[src/hdl/fpa_mul_cell.sv]
// ----------------------------------------------------------------------------
// fpa_mul_cell
// One shift-add multiplier cell: add a partial product for one multiplier
// bit and pass the operands on.
// ----------------------------------------------------------------------------
module fpa_mul_cell #(
  parameter int unsigned W = 32,
  parameter int unsigned K = 0
) (
  input  logic           clk_i,
  input  logic           en_i,
  input  logic [2*W-1:0] acc_i,
  input  logic [W-1:0]   mc_i,
  input  logic [W-1:0]   mp_i,
  output logic [2*W-1:0] acc_o,
  output logic [W-1:0]   mc_o,
  output logic [W-1:0]   mp_o
);
  logic [2*W-1:0] pp;
  logic [2*W-1:0] acc_q;
  logic [W-1:0]   mc_q;
  logic [W-1:0]   mp_q;

  assign pp = mp_i[K] ? ({{W{1'b0}}, mc_i} << K) : '0;

  always_ff @(posedge clk_i) begin
    if (en_i) begin
      acc_q <= acc_i + pp;
      mc_q  <= mc_i;
      mp_q  <= mp_i;
    end
  end

  assign acc_o = acc_q;
  assign mc_o  = mc_q;
  assign mp_o  = mp_q;
endmodule

[config.mk]
export PLATFORM = sky130hd
export DESIGN_NAME = fpa_mul_cell
export DESIGN_NICKNAME = d
export VERILOG_FILES = /design/src/hdl/fpa_mul_cell.sv
export SDC_FILE = /design/constraint.sdc
export NUM_CORES = 1
export LEC_CHECK = 0
export BUFFER_PORTS_ARGS = -buffer_cell sky130_fd_sc_hd__buf_2
export CORE_AREA = 2 2 142 144
export DETAILED_ROUTE_END_ITERATION = 10
export DIE_AREA = 0 0 144 146
export PLACE_DENSITY = 0.68
export SKIP_LAST_GASP = 1
export SYNTH_ARGS = -nofsm -noshare
export SYNTH_HDL_FRONTEND = slang
export SYNTH_SLANG_ARGS = --single-unit
[constraint.sdc]
create_clock -name clk_i -period 2.42 [get_ports clk_i]
set_input_delay 0.242 -clock clk_i [delete_from_list [all_inputs] [get_ports clk_i]]
set_output_delay 0.242 -clock clk_i [all_outputs]
set_load 0.02 [all_outputs]
Word level (Yosys, flattened, before mapping)
Index checks and enable logic that the tools add are counted.
{ "word_totals": {"word_cells": 5, "out_inout_bits": 128, "input_bits": 130, "reg_bits": 128} }
{ "classes": {"muxes": 1, "addsub": 1} }
{ "ops": {"columns": ["operator", "n"], "rows": [
  ["$add 64x32->64", 1],
  ["$mux 32", 1]
]} }

Longest topological paths before layout
Gate-level depths: netlist of run 1.
{ "logic_depth": {"ltp_word": 2, "mapped_depth": 12, "depth_no_buf": 10} }

Worst setup path before layout of run 1
Ideal clock, no wire load.
{ "synth_timing": {"path_kind": "input to register", "startpoint": "input mp_i[0]", "endpoint": "register acc_q[58] (netlist: acc_o[58]), data pin", "required_ns": 2.162, "arrival_time_ns": 2.383, "cell_stages": 11, "path_buffers": 2, "setup_slack_ns": -0.221, "setup_ns": 0.258, "cell_sequence": "clkbuf_1 and2_1 ha_1 buf_2 nand2_2 o21a_4 a2111oi_4 nor3_2 a2111o_2 a21o_1 xnor2_1"} }
{ "synth_via": {"elab_chain_cells": 2} }
{ "synth_rtl": {"columns": ["element", "line_no", "source"], "rows": [
  ["from (decl)", "14", "input logic [W-1:0] mp_i,"],
  ["$mux 32", "24", "assign pp = mp_i[K] ? ({{W{1'b0}}, mc_i} << K) : '0;"],
  ["$add 64x32->64", "28", "acc_q <= acc_i + pp;"],
  ["to (signal assigned)", "28", null],
  ["to (decl)", "20", "logic [2*W-1:0] acc_q;"]
]} }
No other way between the ends.
A chain may end at the register's enable or synchronous reset.

Final worst setup path of run 1
Same ends and word-level chain as after synthesis.

==> results of run 1 <==
==> what timing repair did <==
item,CTS,global route
hold buffers,55,1
resized for setup,1,26
gates cloned,0,1
pin swaps,0,10
endpoints found under the hold margin,55,1
endpoints found under the setup margin,1,36
buffers inserted,0,0
==> flip-flops by register name (all words and copies together) (netlist names) <==
| register | cells |
|---|---|
| mc_o | 32 |
| acc_o | 64 |
| mp_o | 32 |
==> critical path: stages <==
cell                        delay, ns
sky130_fd_sc_hd__buf_6           0.14
sky130_fd_sc_hd__buf_12          0.15
sky130_fd_sc_hd__and2_4          0.14
sky130_fd_sc_hd__ha_4            0.28
sky130_fd_sc_hd__a21oi_1         0.09
sky130_fd_sc_hd__o21a_4          0.24
sky130_fd_sc_hd__a2111oi_4       0.35
sky130_fd_sc_hd__nor3_4          0.10
sky130_fd_sc_hd__a2111o_2        0.48
sky130_fd_sc_hd__a21o_1          0.21
sky130_fd_sc_hd__xnor2_1         0.11
==> area by class of cell <==
| cell class | count | area [um^2] |
|---|---|---|
| Tap cell | 265 | 331.6 |
| Multi-Input combinational cell | 385 | 3022 |
| Timing Repair Buffer | 420 | 2751 |
| Inverter | 6 | 22.52 |
| Sequential cell | 128 | 3844 |
| Clock buffer | 17 | 425.4 |
| Fill cell | 1691 | 8778 |
| Clock inverter | 15 | 160.2 |
==> worst max path at each step <==
stage	slack, ns	end	depth (start not counted)	start
global placement	-0.46	acc_o[36]	12	mp_i[0]
detailed placement	-0.47	acc_o[36]	12	mp_i[0]
finish	0.07	acc_o[58]	11	mp_i[0]
CTS	0.006	acc_o[48]	11	mp_i[0]
floorplan	-0.08	acc_o[58]	11	mp_i[0]
global route	-0.0002	acc_o[58]	11	mp_i[0]
==> placed cells by master, fill, tap and decap left out, types with 4 or more instances in the layout <==
master	synthesis	final
sky130_fd_sc_hd__a31oi_1	5	5
sky130_fd_sc_hd__nand3_1	20	19
sky130_fd_sc_hd__a21oi_1	45	42
sky130_fd_sc_hd__buf_12	0	6
sky130_fd_sc_hd__and2_1	34	31
sky130_fd_sc_hd__clkbuf_16	0	18
sky130_fd_sc_hd__dlygate4sd3_1	0	56
sky130_fd_sc_hd__nor2b_1	4	4
sky130_fd_sc_hd__ha_4	0	13
sky130_fd_sc_hd__inv_6	0	4
sky130_fd_sc_hd__a21o_1	24	24
sky130_fd_sc_hd__nand2_1	34	32
sky130_fd_sc_hd__ha_1	32	18
sky130_fd_sc_hd__nor3_1	7	6
sky130_fd_sc_hd__o21ai_0	10	8
sky130_fd_sc_hd__nand4_1	13	13
sky130_fd_sc_hd__inv_8	0	6
sky130_fd_sc_hd__o2111ai_1	8	6
sky130_fd_sc_hd__buf_2	11	255
sky130_fd_sc_hd__a21oi_2	1	4
sky130_fd_sc_hd__nor2_1	18	17
sky130_fd_sc_hd__o211ai_1	5	5
sky130_fd_sc_hd__edfxtp_1	128	128
sky130_fd_sc_hd__inv_1	6	6
sky130_fd_sc_hd__and3_1	8	8
sky130_fd_sc_hd__xor2_1	29	29
sky130_fd_sc_hd__buf_4	1	101
sky130_fd_sc_hd__o21a_1	4	4
sky130_fd_sc_hd__o21bai_1	5	5
sky130_fd_sc_hd__xnor2_1	31	31
==> through the flow <==
stage	instance area, um^2	util
floorplan	6898	-
global placement	9235	0.4776
detailed placement	9235	0.4776
CTS	10380	0.5367
global route	10560	0.5460
finish	10560	0.5460
==> routing by layer <==
metal  global-route usage  share of wire  vias to the layer above
met3              0.04607          0.061                       36
met4              0.07794          0.024                        2
li1                     -              -                     2910
met1               0.2209           0.42                     2716
met2               0.3248           0.50                      202
met5                    0        0.00064                        -
==> cell families after synthesis <==
| family | after synthesis | synth area share |
|---|---|---|
| DFF | 128 | 0.5731 |
| buffers and inverters | 29 | 0.01922 |
| adders and majority gates | 33 | 0.06269 |
| xor gates and xnor gates | 60 | 0.07836 |
| AOI/OAI and AO/OA | 137 | 0.1429 |
| and+or+nand+nor | 155 | 0.1237 |
==> power by group <==
| group | internal (mW) | switching [mW] | total, mW |
|---|---|---|---|
| clock network | 1.38 | 1.15 | 2.53 |
| logic | 0.711 | 0.890 | 1.60 |
| registers | 2.70 | 0.0532 | 2.76 |
| total | 4.79 | 2.09 | 6.88 |
==> results.toml, run 1 <==
[outcome]
run_status = "complete, no violations"

[power]
max-vdd-ir-drop_mv = 0.4848
leak_pwr_nw = 4.576
powerDensity_nw_per_um2 = 652.1
finalPower_mw = 6.884

[routing]
drt-vias-per-instance = 4.746
routedWlPerCell_um = 16.37
totalWireLength_um = 20230
vias_after_detailed_routing = 5866
remaining_drc_errors = 0
drt_iter0_drc = 297
firstDrtPassIters = 4
route.antenna.remaining_nets = 0

[logic_synthesis]
synthesis.area_um2 = 6706
synth_commonest_cells = "128 x sky130_fd_sc_hd__edfxtp_1, 45 x sky130_fd_sc_hd__a21oi_1, 34 x sky130_fd_sc_hd__and2_1, 34 x sky130_fd_sc_hd__nand2_1, 32 x sky130_fd_sc_hd__ha_1"
postSynth.topFlopCell = "sky130_fd_sc_hd__edfxtp_1"
synth_most_common_cell = "sky130_fd_sc_hd__edfxtp_1"
synth_fp_nets = 705
avgSynthCellArea_um2 = 12.37
synth_area_leaders = "sky130_fd_sc_hd__edfxtp_1 57%, sky130_fd_sc_hd__ha_1 6.0%, sky130_fd_sc_hd__xnor2_1 4.0%"
asr_flop_ratio_synth = 0
synthDominantAreaCellType = "sky130_fd_sc_hd__edfxtp_1"
synthDistinctLibCells = 61
synthesis_stage_register_bit_count = 128
warnings_synthesis = 0
synth_top_area_share = 0.5731
synth_cells = 542
yosysSeqAreaShare = 0.5731
synth_enable_flop_cells = 128

[clock_tree]
cts.path.max_buffers = 2
clock-root-buffer = "sky130_fd_sc_hd__clkbuf_16"
cts_made_buffers = 17
ctsHtreeMaxLevel = 4
tritoncts_clock_tree = "done"
clk_transition_reported_paths_ns = 0.06
clock-sinks = 128

[sta]
timing.final.setup_violations = 0
max_slew.worst_pin.slew_ns = 0.5019
setup_tns_ns = 0
post-route-min-period_ns = 2.348
finalMaxSlewViolations = 0
hold_viol_final = 0
timing.final.crit_share = 0.9704
fmax_ghz = 0.4258
final_critical_path_setup_slack_ns = 0.07154
worst_slew_margin_rel = 0.6623
hold_slack_ns = 0.01705

[floorplan]
die_h_um = 146
chipWidth_um = 144
fp-row-count = 51
floorplan.initialDensity = 0.3469
die_area_um2 = 21020
core_area_um2 = 19330
io-pin-count = 258

[hold_path]
hold_path.startpoint = "mc_i[9]"
holdCritPathClass = "in2reg"
hold_path_end = "mc_o[9]"
hold_critical_path_depth = 1

[layout]
finalNetCount = 1121
num_antenna_cells = 0
share_of_layout_cells_above_drive_strength_1 = 0.4583
area_growth_syn_to_layout_pct = 57.41
cell_count_final_fillers_out = 1236

[critical_path]
worst_setup_path_start_kind = "input port"
critical_path_class = "in2reg"
timing.critical_path.arrival_ns = 2.54
path_max_fanout = 11
timing.critical_path.to_type = "flip-flop"
cp_data_required_time_ns = 2.61

[placement]
numPortBuffers = 257
finalWeightedCongestion = 0.8473
place_ws_ns = -0.4684
place_inst = 1147
place.detailed.hpwl_um = 15170

[global_route]
overflow = 0
grt_pass1_vias = 6047
pin_count_of_the_biggest_net_entering_global_routing = 56
global_route_wire_length_before_repair_um = 30560
grt_usage = 0.1877
grt_antenna_before_repair = 1

[run]
cap_violations = 0
(Power assumes the default switching activity.)
==> run 2, diff against run 1 <==
- BUFFER_PORTS_ARGS: -buffer_cell sky130_fd_sc_hd__buf_2 -> -buffer_cell sky130_fd_sc_hd__clkbuf_2
==> results.toml, run 2 (synthesis gave the netlist of run 1 again) <==
[global_route]
overflow = 0
global_route_wire_length_before_repair_um = 29400
grt_pass1_vias = 5827
grt_usage = 0.1807
pin_count_of_the_biggest_net_entering_global_routing = 129
grt_antenna_before_repair = 0

[routing]
routedWlPerCell_um = 16.13
met1Wirelength_um = 8386
met3_wirelength_um = 1101
totalWireLength_um = 19760
vias_after_detailed_routing = 5855
drt_iter0_drc = 273
routed-wl-met2_um = 10000
firstDrtPassIters = 6
route.antenna.remaining_nets = 0
dr.max_layer_used = "met4"
drt-vias-per-instance = 4.780
remaining_drc_errors = 0

[power]
powerDensity_nw_per_um2 = 657.6
p_sw_frac = 0.3019
seq_power_share = 0.404
p_int_mw = 4.776
clkPwrFrac = 0.366
net-switching-power_mw = 2.066
leak_pwr_nw = 4.595
max-vdd-ir-drop_mv = 0.5314
combinationalPowerShare = 0.229

[sta]
timing.final.setup_violations = 0
max_slew.worst_pin.slew_ns = 0.7175
hold_viol_final = 0
setup_repair_after_global_routing_missed_its_margin = "true"
setup_tns_ns = 0
timing.final.crit_share = 0.9911
hold_slack_ns = 0.01902
finalMaxSlewViolations = 0
fmax_ghz = 0.4169
post-route-min-period_ns = 2.398
worst_slew_margin_rel = 0.5217

[outcome]
run_status = "complete, no violations"

[critical_path]
critPathSlowestCell = "sky130_fd_sc_hd__a2111oi_4"
critical_path_class = "in2reg"
timing.critical_path.to_type = "flip-flop"
cpLargestDelayFamily = "compound AO/OA/AOI/OAI gates"
timing.critical_path.buf_inv = 2
critPathMostFrequentCell = "sky130_fd_sc_hd__buf_12"
crit_path_max_incr_delay_ns = 0.50
worst_setup_path_start_kind = "input port"
setup.worst_path.start = "mp_i[0]"
path_max_fanout = 7
cp_data_required_time_ns = 2.59
timing.critical_path.arrival_ns = 2.57
timing.critical_path.cells = "buf_12 -> buf_12 -> and2_4 -> ha_4 -> nand4_1 -> a2111oi_4 -> nor3_4 -> a2111o_2 -> a21o_1 -> xnor2_1"

[layout]
multi_input_area_um2 = 2960
post-route-cell-area_um2 = 10400
share_of_layout_cells_above_drive_strength_1 = 0.4615
num_antenna_cells = 0
seq_area_um2 = 3844
most_common_cell_after_layout_fill_and_taps_aside = "sky130_fd_sc_hd__clkbuf_2"
finalNetCount = 1110
nFillCells = 1702
final_cell_mix = "255 x sky130_fd_sc_hd__clkbuf_2, 128 x sky130_fd_sc_hd__edfxtp_1, 104 x sky130_fd_sc_hd__buf_4"
area_growth_syn_to_layout_pct = 55.13
largest_register_ff_count = 64

[clock_tree]
clock-root-buffer = "sky130_fd_sc_hd__clkbuf_16"
clock-sinks = 128
clk_transition_reported_paths_ns = 0.06
cts_made_buffers = 17
cts.path.max_buffers = 2
tritoncts_clock_tree = "done"
ctsHtreeMaxLevel = 4

[run]
cap_violations = 0

[placement]
numPortBuffers = 257
detailed_place.area_um2 = 9230
place.detailed.hpwl_um = 14510
finalWeightedCongestion = 0.8451

[floorplan]
die_h_um = 146
core_area_um2 = 19330
io-pin-count = 258
floorplan.initialDensity = 0.3469
die_area_um2 = 21020
chipWidth_um = 144
fp-row-count = 51

[hold_path]
holdCritPathClass = "in2reg"
hold_path.startpoint = "mc_i[18]"
[run 2: changes by cell type in the layout (fill, tap and decap cells not counted), sizes merged]
cell         delta
dlygate4sd3    -15
buf           -253
clkbuf        +257
[run 2: final timing paths]
| path | endpoint | slack, ns | cells after the start |
|---|---|---|---|
| setup / recovery | acc_o[58] | 0.02 | 10 |
| hold / removal | mc_o[18] | 0.02 | 1 |
[run 2: cell type report]
cell class	count	share of cell area
Clock buffer	17	0.04089
Clock inverter	15	0.01515
Inverter	6	0.002165
Multi-Input combinational cell	385	0.2845
Sequential cell	128	0.3695
Tap cell	265	0.03187
Timing Repair Buffer	409	0.2559
[run 2: power groups by stage]
stage	clock network [mW]	logic (mW)	registers [mW]
2_1_floorplan	0	0.500	3.09
3_3_place_gp	0	1.46	2.81
3_5_place_dp	0	1.47	2.81
4_1_cts	2.57	1.53	2.77
5_1_grt	2.65	1.69	2.79
6_report	2.51	1.57	2.77
[run 2: layer usage]
| layer | up-vias | global-route usage |
|---|---|---|
| met2 | 184 | 0.3160 |
| met1 | 2764 | 0.2202 |
| li1 | 2890 | - |
| met5 | - | 0 |
| met4 | 0 | 0.04853 |
| met3 | 17 | 0.04574 |
[run 2: timing repair]
| action | in CTS | in global routing |
|---|---|---|
| setup buffers | 0 | 2 |
| pin swaps | 1 | 15 |
| endpoints found under the hold margin | 40 | 1 |
| hold buffers | 40 | 1 |
| gates cloned | 0 | 3 |
| gates resized for setup | 3 | 17 |
| setup endpoints to repair | 6 | 40 |
[run 2: per-stage QoR]
stage	total power [mW]	utilization	setup slack, ns	cells
final	6.842	0.5381	0.02150	1225
after global routing	7.128	0.5381	-0.03898	1225
after CTS	6.869	0.5290	0.02110	1220
after detailed placement	4.279	0.4774	-0.5530	1148
after global placement	4.267	0.4774	-0.5716	1148
after floorplan	3.594	-	-0.07748	542
