### src/hdl/fpa_div_cell.sv
// ----------------------------------------------------------------------------
// fpa_div_cell
// One restoring-division cell: shift in one dividend bit, trial subtract.
// ----------------------------------------------------------------------------
module fpa_div_cell #(
  parameter int unsigned W  = 32,
  parameter int unsigned NW = 40
) (
  input  logic          clk_i,
  input  logic          en_i,
  input  logic [W-1:0]  rem_i,
  input  logic [NW-1:0] num_i,
  input  logic [W-1:0]  den_i,
  output logic [W-1:0]  rem_o,
  output logic [NW-1:0] num_o
);
  logic [W:0]    trial;
  logic [W:0]    diff;
  logic          take;
  logic [W-1:0]  rem_d;
  logic [NW-1:0] num_d;
  logic [W-1:0]  rem_q;
  logic [NW-1:0] num_q;

  always_comb begin
    trial = {rem_i, num_i[NW-1]};
    diff  = trial - {1'b0, den_i};
    take  = (trial >= {1'b0, den_i});
    rem_d = take ? diff[W-1:0] : trial[W-1:0];
    num_d = {num_i[NW-2:0], take};
  end

  always_ff @(posedge clk_i) begin
    if (en_i) begin
      rem_q <= rem_d;
      num_q <= num_d;
    end
  end

  assign rem_o = rem_q;
  assign num_o = num_q;
endmodule

### config.mk
export PLATFORM = sky130hd
export DESIGN_NAME = fpa_div_cell
export DESIGN_NICKNAME = d
export VERILOG_FILES = /design/src/hdl/fpa_div_cell.sv
export SDC_FILE = /design/constraint.sdc
export NUM_CORES = 1
export LEC_CHECK = 0
export ABC_CLOCK_PERIOD_IN_PS = 8900
export BUFFER_PORTS_ARGS = -buffer_cell sky130_fd_sc_hd__buf_2
export CORE_MARGIN = 5
export CORE_UTILIZATION = 55
export CTS_BUF_LIST = sky130_fd_sc_hd__clkbuf_2
export DETAILED_ROUTE_END_ITERATION = 8
export PLACE_DENSITY = 0.86
export SKIP_CTS_REPAIR_TIMING = 1
export SYNTH_ARGS = -nofsm -noshare
export SYNTH_HDL_FRONTEND = slang
export SYNTH_SLANG_ARGS = --single-unit
### constraint.sdc
create_clock -name clk_i -period 8.9 [get_ports clk_i]
set_input_delay 1.78 -clock clk_i [delete_from_list [all_inputs] [get_ports clk_i]]
set_output_delay 1.78 -clock clk_i [all_outputs]
set_load 0.02 [all_outputs]
---- After elaboration in Yosys (flattened, before gate mapping) ----
Cells that the tools add are included.
operators by class
  $lt $le $gt $ge ......................... 1
  muxes and demuxes ....................... 1
  add/sub/neg operators ................... 1
operators by type and width
  kind            count
  $ge 33x32->1    1
  $mux 32         1
  $sub 32x32->32  1
storage, ports and cells
  input port bits ......................... 106
  bits in registers ....................... 72

---- Longest topological paths before layout ----
Gate-level depths: netlist (run 1).
  depth after elaboration ................. 2
  mapped depth ............................ 13
  mapped depth without buffers ............ 11

---- Least setup slack after synthesis (run 1) ----
Ideal clock, no wire load.
  path kind ............................... input-to-reg
  start ................................... input den_i[23]
  end ..................................... register rem_q[14], in the netlist rem_o[14] (data pin)
  path slack .............................. 4.768 ns
  buffers on the path ..................... 2
  library setup time ...................... 0.260 ns
  stages .................................. 11
  arrival time ............................ 3.872 ns
  required time ........................... 8.640 ns
  cells stage by stage .................... inv_1 ha_1 buf_6 and3_1 o21a_1 a311oi_2 o21ai_1 or3b_1 o21a_1 buf_6 mux2_4
on the way
  cells in the longest elaborated chain, start to end .. 2
ends and longest elaborated chain
  item                    RTL line  source
  start: declaration      13        input logic [W-1:0] den_i,
  $ge 33x32->1            28        take = (trial >= {1'b0, den_i});
  $mux 32                 29        rem_d = take ? diff[W-1:0] : trial[W-1:0];
  named net rem_d[14]     20        logic [W-1:0] rem_d;
  end signal: assignment  35        rem_q <= rem_d;
  end: declaration        22        logic [W-1:0] rem_q;
The timed path passes the listed nets, and every way through them passes these cells.
A chain may end at the register's enable or synchronous reset.

---- Final worst setup path (run 1) ----
  start ................................... input rem_i[22]
  end ..................................... register rem_q[4], in the netlist rem_o[4] (data pin)
on the way
  cells in the longest elaborated chain, start to end .. 2
ends and longest elaborated chain
  item                RTL line  source
  start: declaration  11        input logic [W-1:0] rem_i,
  $ge 33x32->1        28
  $mux 32             29
  named net rem_d[4]  20
The timed path passes the listed nets, and every way through them passes these cells.

==> results of run 1 <==
cells by family (layout without fill, tap and decap cells):
logic type	after synthesis	after routing	synth area share (%)
mux	10	10	3.12
compound gates	120	120	16.3
flops	72	72	48.2
fa+ha+maj	33	33	9.36
other cells	0	1	0
simple gates	107	107	11.7
xor+xnor	26	26	5.07
buf+inv	63	241	6.33
power groups by stage:
stage	clock network (W)	registers, W	logic (W)
after floorplan	0	0.000495	0.000156
after global placement	0	0.000439	0.000298
after detailed placement	0	0.000441	0.000305
after CTS	0.000206	0.000434	0.000307
after global routing	0.000222	0.000436	0.000334
final	0.000203	0.000433	0.000307
worst min path at each step:
stage                   start        end  slack [ns]  cells after the start
floorplan            num_i[9]  num_o[10]        1.88                      0
global placement    num_i[36]  num_o[37]        1.96                      1
detailed placement  num_i[36]  num_o[37]        1.96                      1
CTS                 num_i[31]  num_o[32]        1.37                      1
global route        num_i[12]  num_o[13]        1.34                      1
finish              num_i[31]  num_o[32]        1.40                      1
critical path, cell delays in order:
cell and delay [ns]:
buf_2 0.11, ha_1 0.42, and3_1 0.31, nand4_1 0.19
nor4b_1 0.42, a21o_1 0.19, o21a_2 0.55, buf_4 0.41
mux2_4 0.33
metal layers:
layer	vias up	track usage, %	wire length (um)
met5	-	0	0
met4	0	7.67	269
met3	25	6.88	1060
met2	164	39.6	5690
met1	1756	26.7	4660
li1	1902	-	-
metrics by stage:
stage          total power, W  utilization, %  setup slack [ns]  hold slack [ns]  cells
6_report             0.000943            68.4              4.46             1.40    715
5_1_grt              0.000993            68.4              4.21             1.34    715
4_1_cts              0.000947            68.4              4.47             1.37    714
3_5_place_dp         0.000746            66.9              3.89             1.96    698
3_3_place_gp         0.000737            66.9              4.04             1.96    698
2_1_floorplan        0.000650               -              4.77             1.88    431
cell usage in the layout, fill, tap and decap left out, types with 8 or more instances in the layout:
cell type,netlist,layout
ha_1,32,32
nor2_1,37,37
nand3_1,8,8
xnor2_1,16,16
xor2_1,10,10
o21ai_0,17,17
nand4_1,8,8
buf_2,5,177
edfxtp_1,72,72
mux2_4,8,8
nand2_1,24,24
a21o_1,8,8
clkbuf_2,0,9
inv_1,46,46
a21oi_1,54,54
final cells by class:
cell class | instances | area, um2 | area share [%]
flip-flops and latches | 72 | 2160 | 39.1
well taps | 105 | 131 | 2.37
repair buffers | 179 | 901 | 16.3
multi-input cells | 296 | 2040 | 36.9
clock inverters | 7 | 76.3 | 1.38
diodes | 1 | 2.50 | 0.0452
clock buffers | 9 | 45.0 | 0.814
inverters | 46 | 173 | 3.12
sequential cells by signal (all words and copies together), names as in the netlist:
| signal | count |
|---|---|
| num_o | 40 |
| rem_o | 32 |
==> impl_metrics.ini, run 1 <==
[min_path]
hold_class = in -> reg

[synth]
synth_fp_nets = 570
synth_most_common_cell = edfxtp_1
syn_area_um2 = 4490
synth_ff_type = edfxtp_1
synth_edf_count = 72
yosys_warnings = 0
synth_top_area_cell = edfxtp_1
synth-seq-cells = 72
synth-async-reset-ratio_pct = 0
netlist_instances = 431
synth_cell_types = 49
synth_common_cells = 72 x edfxtp_1, 54 x a21oi_1, 46 x inv_1, 37 x nor2_1, 32 x ha_1
avgSynthCellArea_um2 = 10.4
ys_seq_area_share_pct = 48.2
yosys.area.top_type_share_pct = 48.2
ys_top_cells_by_area = edfxtp_1 48%, ha_1 8.9%, a21oi_1 6.0%, inv_1 3.8%, xnor2_1 3.1%

[setup_path]
cp-endpoint = rem_o[4]
path_class = in -> reg
cp-end-kind = flop
crit_arrival_ns = 4.73
crit_path_max_fanout = 29
cp-start-kind = input port
crit_path_start = rem_i[22]
crit_required_ns = 9.19

[layout]
fillCellCount = 658
drive_above_1_share_pct = 34.3
area_growth_pct = 23.3
nets = 743
stdcell_area_um2 = 5540

[place]
portBuffers = 177
hpwl_mm = 9.33
gp_congestion = 0.867
placed_cell_area_um2 = 5410

[cts]
cts.root.buffer_cell = clkbuf_2
clk_pin_slew_ns = 0.26
cts_buffer_depth = 2
htreeDepth = 3
cts_buffers = 9
cts.sinks = 72
cts_tree = done

[grt]
antenna_found_initial = 1
grt_pass1_vias = 3810
grt_max_degree = 46
track_usage_pct = 22.7
grt-ovfl-total = 0
grt_pass1_wl_mm = 18.1

[drt]
first_pass_iters = 5
drc_errors = 0
finalWirelength_mm = 11.7
dr_total_vias = 3847
wl_per_cell_um = 16.3
drtIter0Drc = 172
ant_nets = 0
via_per_inst = 5.38

[power]
peakVddDrop_uv = 75.3
swShare_pct = 34.9
clkPwrFrac_pct = 21.5
power_frac_comb_pct = 32.6
p_per_area_nw_per_um2 = 170
p_sw_w = 0.000329
p_leak_nw = 2.59
p_int_w = 0.000613
power_frac_seq_pct = 45.9

[sta]
min_period_over_period_pct = 49.9
slew_violations = 0
setup_viol = 0
max-slew-margin-rel_pct = 54.3
fmax_mhz = 225
fin_crit_ns = 4.44
grt_setup_unrepaired = no
fin_tns_setup_ns = 0
tightest_slew_ns = 0.686
final-hold-violation-count = 0

[die]
fp.dieArea_um2 = 10100
initial_core_util_pct = 55.5
die_height_um = 100
core_area_um2 = 8090
rows = 33
die_w_um = 100
io_pins = 178

[job]
maxCapViolations = 0

[outcome]
status = finished clean
Power figures use the tool's default switching activity.
==> run 2: changes to the inputs <==
- ABC_CLOCK_PERIOD_IN_PS: 8900 -> 4100
- CORE_UTILIZATION: 55 -> 51
- PLACE_DENSITY: 0.86 -> 0.8
- clock period: 8.9 -> 4.1 ns (I/O delays scaled with it)
==> run 2 against run 1 <==
Combinational power up 120%. Clock power up 140%. Design area up 0.95%. Highest routed layer unchanged. Critical path type unchanged.
==> impl_metrics.ini, run 2 (same netlist as run 1, synthesis figures left out) <==
[sta]
max-slew-margin-rel_pct = 60.1
final-hold-violation-count = 0
slew_violations = 0
grt_setup_unrepaired = no
fin_tns_setup_ns = 0
min_period_over_period_pct = 78.9
setup_viol = 0
fin_crit_ns = 3.23
tightest_slew_ns = 0.598
fmax_mhz = 309

[cts]
cts.sinks = 72
clk_pin_slew_ns = 0.22
cts_tree = done
cts_buffers = 9
cts_buffer_depth = 2
htreeDepth = 3
cts.root.buffer_cell = clkbuf_2

[place]
portBuffers = 177
gp_congestion = 0.897
hpwl_mm = 9.21

[die]
fp.dieArea_um2 = 10800
io_pins = 178
rows = 34
initial_core_util_pct = 52.0
die_height_um = 104
core_area_um2 = 8640
die_w_um = 104

[layout]
final_cell_mix = 177 x buf_2, 72 x edfxtp_1, 54 x a21oi_1
nets = 745
area_growth_pct = 24.5
final_util_pct = 64.7
drive_above_1_share_pct = 34.7
final_common_cell = buf_2
largest_reg_flops = 40

[drt]
dr_total_vias = 3859
drc_errors = 0
drtIter0Drc = 186
first_pass_iters = 4
wl_per_cell_um = 16.1
finalWirelength_mm = 11.6
via_per_inst = 5.36
ant_nets = 0

[setup_path]
crit_arrival_ns = 3.54
cp-start-kind = input port
crit_required_ns = 4.40
slowest_stage = nor4b_1
crit_path_start = rem_i[22]
cp_slowest_stage_delay_ns = 0.43
cp-end-kind = flop
crit_path_max_fanout = 38
cp_cell_sequence = buf_2 -> ha_1 -> and3_1 -> nand4_1 -> nor4b_1 -> a21o_1 -> o21a_2 -> buf_12 -> mux2_4
path_class = in -> reg

[grt]
grt-ovfl-total = 0
track_usage_pct = 21.0
grt_pass1_wl_mm = 18.8
grt_max_degree = 50
antenna_found_initial = 1
grt_pass1_vias = 3971

[job]
maxCapViolations = 0

[outcome]
status = finished clean

[power]
p_leak_nw = 2.62
peakVddDrop_uv = 194
p_per_area_nw_per_um2 = 376

[min_path]
hold_class = in -> reg
hp-start = num_i[16]
run 2: cell count changes in the layout (fill, tap and decap cells not counted):
cell	previous run	this run
clkinv_4	0	1
clkbuf_2	9	10
buf_12	0	1
clkinvlp_4	1	2
clkinv_1	1	0
inv_6	4	1
bufinv_16	1	2
buf_4	2	3
run 2: cell type report:
class | count | area [um2]
antenna | 1 | 2.50
clock inverter | 6 | 92.6
tap | 108 | 135
clock buffer | 10 | 50.0
fill | 714 | 3050
sequential | 72 | 2160
inverter | 46 | 173
multi-input combinational | 296 | 2040
timing repair buffer | 181 | 928
run 2: final timing paths:
path / cells past startpoint / endpoint / slack [ns]
max: 9 / rem_o[14] / 0.87
min: 1 / num_o[17] / 0.46
run 2: metrics by stage:
step	instance area [um2]	std cells	setup WS (ns)	hold WS, ns	total power, W
detailed placement	5440	703	0.372	0.998	0.00163
global placement	5440	703	0.478	0.997	0.00161
global route	5590	720	0.707	0.379	0.00222
CTS	5590	719	0.946	0.426	0.00211
finish	5590	720	0.866	0.463	0.00210
floorplan	4490	431	0.928	0.919	0.00141
run 2: critical path: cells and delay by family:
family,cells,cell delay (ns)
simple gates,3,0.95
buf+inv,2,0.37
fa+ha+maj,1,0.42
compound gates,2,0.62
mux,1,0.32
run 2: power by group:
| part | internal (W) | total, W | switching [W] |
|---|---|---|---|
| clock network | 0.000207 | 0.000487 | 0.000280 |
| logic | 0.000270 | 0.000673 | 0.000403 |
| registers | 0.000919 | 0.000938 | 0.0000198 |
run 2: per-layer routing:
layer,track usage [%],up-vias,wire length (um)
met5,0,-,0
met4,5.92,0,120
met3,6.34,12,914
met2,36.7,174,5820
met1,24.9,1758,4720
li1,-,1915,-
==> run 3: changes to the inputs <==
- ABC_AREA: unset -> 1
- ABC_CLOCK_PERIOD_IN_PS: 4100 -> 2900
- CORE_UTILIZATION: 51 -> 48
- PLACE_DENSITY: 0.8 -> 0.77
- clock period: 4.1 -> 2.9 ns (I/O delays scaled with it)
==> run 3 against run 2 <==
Global-route usage grew 0.43 points. Critical path depth grew 5. Sequential share of layout area shrank 5.4 points. Via count grew 29%. Utilization shrank 5.1 points. Synthesized cell count grew 68%. Clock power grew 23%. Flip-flop and latch count is the same. Critical path type unchanged.
==> impl_metrics.ini, run 3 <==
[outcome]
status = finished clean

[synth]
ys_seq_area_share_pct = 40.4
synth_top_area_cell = edfxtp_1
synth-async-reset-ratio_pct = 0
synth-seq-cells = 72
netlist_instances = 724
avgSynthCellArea_um2 = 7.40
yosys.area.top_type_share_pct = 40.4
synth_common_cells = 276 x nand2_1, 149 x inv_1, 72 x edfxtp_1, 52 x nand3_1, 34 x nor2_1
ys_top_cells_by_area = edfxtp_1 40%, nand2_1 19%, inv_1 10%, ha_1 7.5%, nand3_1 4.9%
yosys_warnings = 0
synth_edf_count = 72
synth_most_common_cell = nand2_1
synth_fp_nets = 863
synth_ff_type = edfxtp_1
syn_area_um2 = 5360
synth_cell_types = 29

[place]
gp_congestion = 0.930
hpwl_mm = 11.7
portBuffers = 177

[min_path]
holdPathStages = 1
hp-start = num_i[7]
hold_class = in -> reg

[layout]
final_common_cell = nand2_1
fillCellCount = 1078
drive_above_1_share_pct = 25.1
num_antenna_cells = 0
largest_reg_flops = 40
final_cell_mix = 276 x nand2_1, 177 x buf_2, 149 x inv_1
area_growth_pct = 21.3
nets = 1045

[setup_path]
cp-start-kind = input port
critPathMostFrequentCell = nand2_1
slowest_stage = fa_1
crit_required_ns = 3.22
path_class = in -> reg
crit_arrival_ns = 2.38
cp_slowest_stage_delay_ns = 0.43
cp-end-kind = flop
crit_path_max_fanout = 3
crit_path_start = num_i[39]
cp_cell_sequence = buf_2 -> inv_1 -> ha_1 -> fa_1 -> inv_1 -> nand3_1 -> nand3_1 -> nand3_1 -> nand2_1 -> nand2_1 -> nand2_1 -> nand2_1 -> nand3_2 -> nand2_1

[sta]
setup_viol = 0
tightest_slew_ns = 0.395
timing.hold.ws_ns = 0.230
slew_violations = 0
grt_setup_unrepaired = no
max-slew-margin-rel_pct = 73.6
fin_tns_setup_ns = 0
min_period_over_period_pct = 71.1
fmax_mhz = 485
fin_crit_ns = 2.06
final-hold-violation-count = 0

[drt]
via_per_inst = 4.75
dr_total_vias = 4996
wl_per_cell_um = 13.9
finalWirelength_mm = 14.6
drc_errors = 0
ant_nets = 0
first_pass_iters = 5
drtIter0Drc = 378

[power]
power_frac_seq_pct = 45.1
clkPwrFrac_pct = 20.6
p_per_area_nw_per_um2 = 448
peakVddDrop_uv = 245
p_int_w = 0.00183
p_sw_w = 0.00108
swShare_pct = 37.1
p_leak_nw = 3.65
power_frac_comb_pct = 34.2

[cts]
htreeDepth = 3
cts_tree = done
cts_buffer_depth = 2
cts.root.buffer_cell = clkbuf_2
cts_buffers = 9
clk_pin_slew_ns = 0.24
cts.sinks = 72

[grt]
grt_max_degree = 73
grt_pass1_wl_mm = 22.4
grt-ovfl-total = 0
track_usage_pct = 21.4
grt_pass1_vias = 4704
antenna_found_initial = 0

[job]
maxCapViolations = 0

[die]
rows = 38
initial_core_util_pct = 49.2
fp.dieArea_um2 = 13400
die_height_um = 116
io_pins = 178
core_area_um2 = 10900
die_w_um = 116
-- run 3: cell types whose count changed in the layout (fill, tap and decap cells not counted), sizes merged, moves of 6 or more --
| cell | change |
|---|---|
| nand2 | +258 |
| inv | +106 |
| nand3 | +60 |
| a21oi | -34 |
| o21ai | -19 |
| xnor2 | -15 |
| nand3b | +9 |
| a21o | -8 |
| mux2 | -8 |
| nand2b | -7 |
| o31ai | -7 |
| nand4 | -6 |
| o21a | -6 |
-- run 3: final timing paths --
kind / to
setup / recovery: rem_o[28]
hold / removal: num_o[8]
-- run 3: area by class of cell --
cell class / instances / area (um2) / share of cell area, %
multi-input combinational: 490 / 2540 / 39.1
sequential: 72 / 2160 / 33.3
timing repair buffer: 181 / 928 / 14.3
inverter: 152 / 571 / 8.78
tap: 140 / 175 / 2.70
clock inverter: 7 / 71.3 / 1.10
clock buffer: 9 / 45.0 / 0.694
-- run 3: power by group through the flow --
stage	registers, W	logic, W	clock network [W]
floorplan	0.00150	0.000517	0
global placement	0.00134	0.000982	0
detailed placement	0.00134	0.000999	0
CTS	0.00132	0.00100	0.000622
global route	0.00133	0.00111	0.000667
finish	0.00131	0.000997	0.000601
-- run 3: per-layer routing --
metal / up-vias / routed length, um / GRT usage [%]
met5: - / 0 / 0
met4: 0 / 185 / 4.72
met3: 15 / 1390 / 4.13
met2: 214 / 6700 / 36.5
met1: 2161 / 6380 / 28.5
li1: 2606 / - / -
-- run 3: logic make-up (layout without fill, tap and decap cells) --
kind of cell               count (synthesis)  after routing  synth area share, %
buffers and inverters                    162            349                 12.2
DFF                                       72             72                 40.4
adders and majority gates                 33             33                 7.85
AOI/OAI and AO/OA                         24             24                 2.29
and+or+nand+nor                          419            419                 35.0
xor gates and xnor gates                  14             14                 2.29
-- run 3: worst max-delay path, delay by kind of cell --
| kind | cells | cell delay, ns |
|---|---|---|
| AND/OR/NAND/NOR | 9 | 0.92 |
| adder cells (fa/ha/maj) | 2 | 0.65 |
| buffers and inverters | 3 | 0.24 |
-- run 3: stage by stage --
| step | power, W | area [um2] | instances | util, % | setup WS [ns] |
|---|---|---|---|---|---|
| floorplan | 0.00201 | 5360 | 724 | - | 0.707 |
| finish | 0.00291 | 6490 | 1051 | 59.7 | 0.839 |
| global route | 0.00311 | 6490 | 1051 | 59.7 | 0.745 |
| CTS | 0.00294 | 6490 | 1051 | 59.7 | 0.885 |
| detailed placement | 0.00234 | 6380 | 1035 | 58.6 | 0.261 |
| global placement | 0.00232 | 6380 | 1035 | 58.6 | 0.311 |
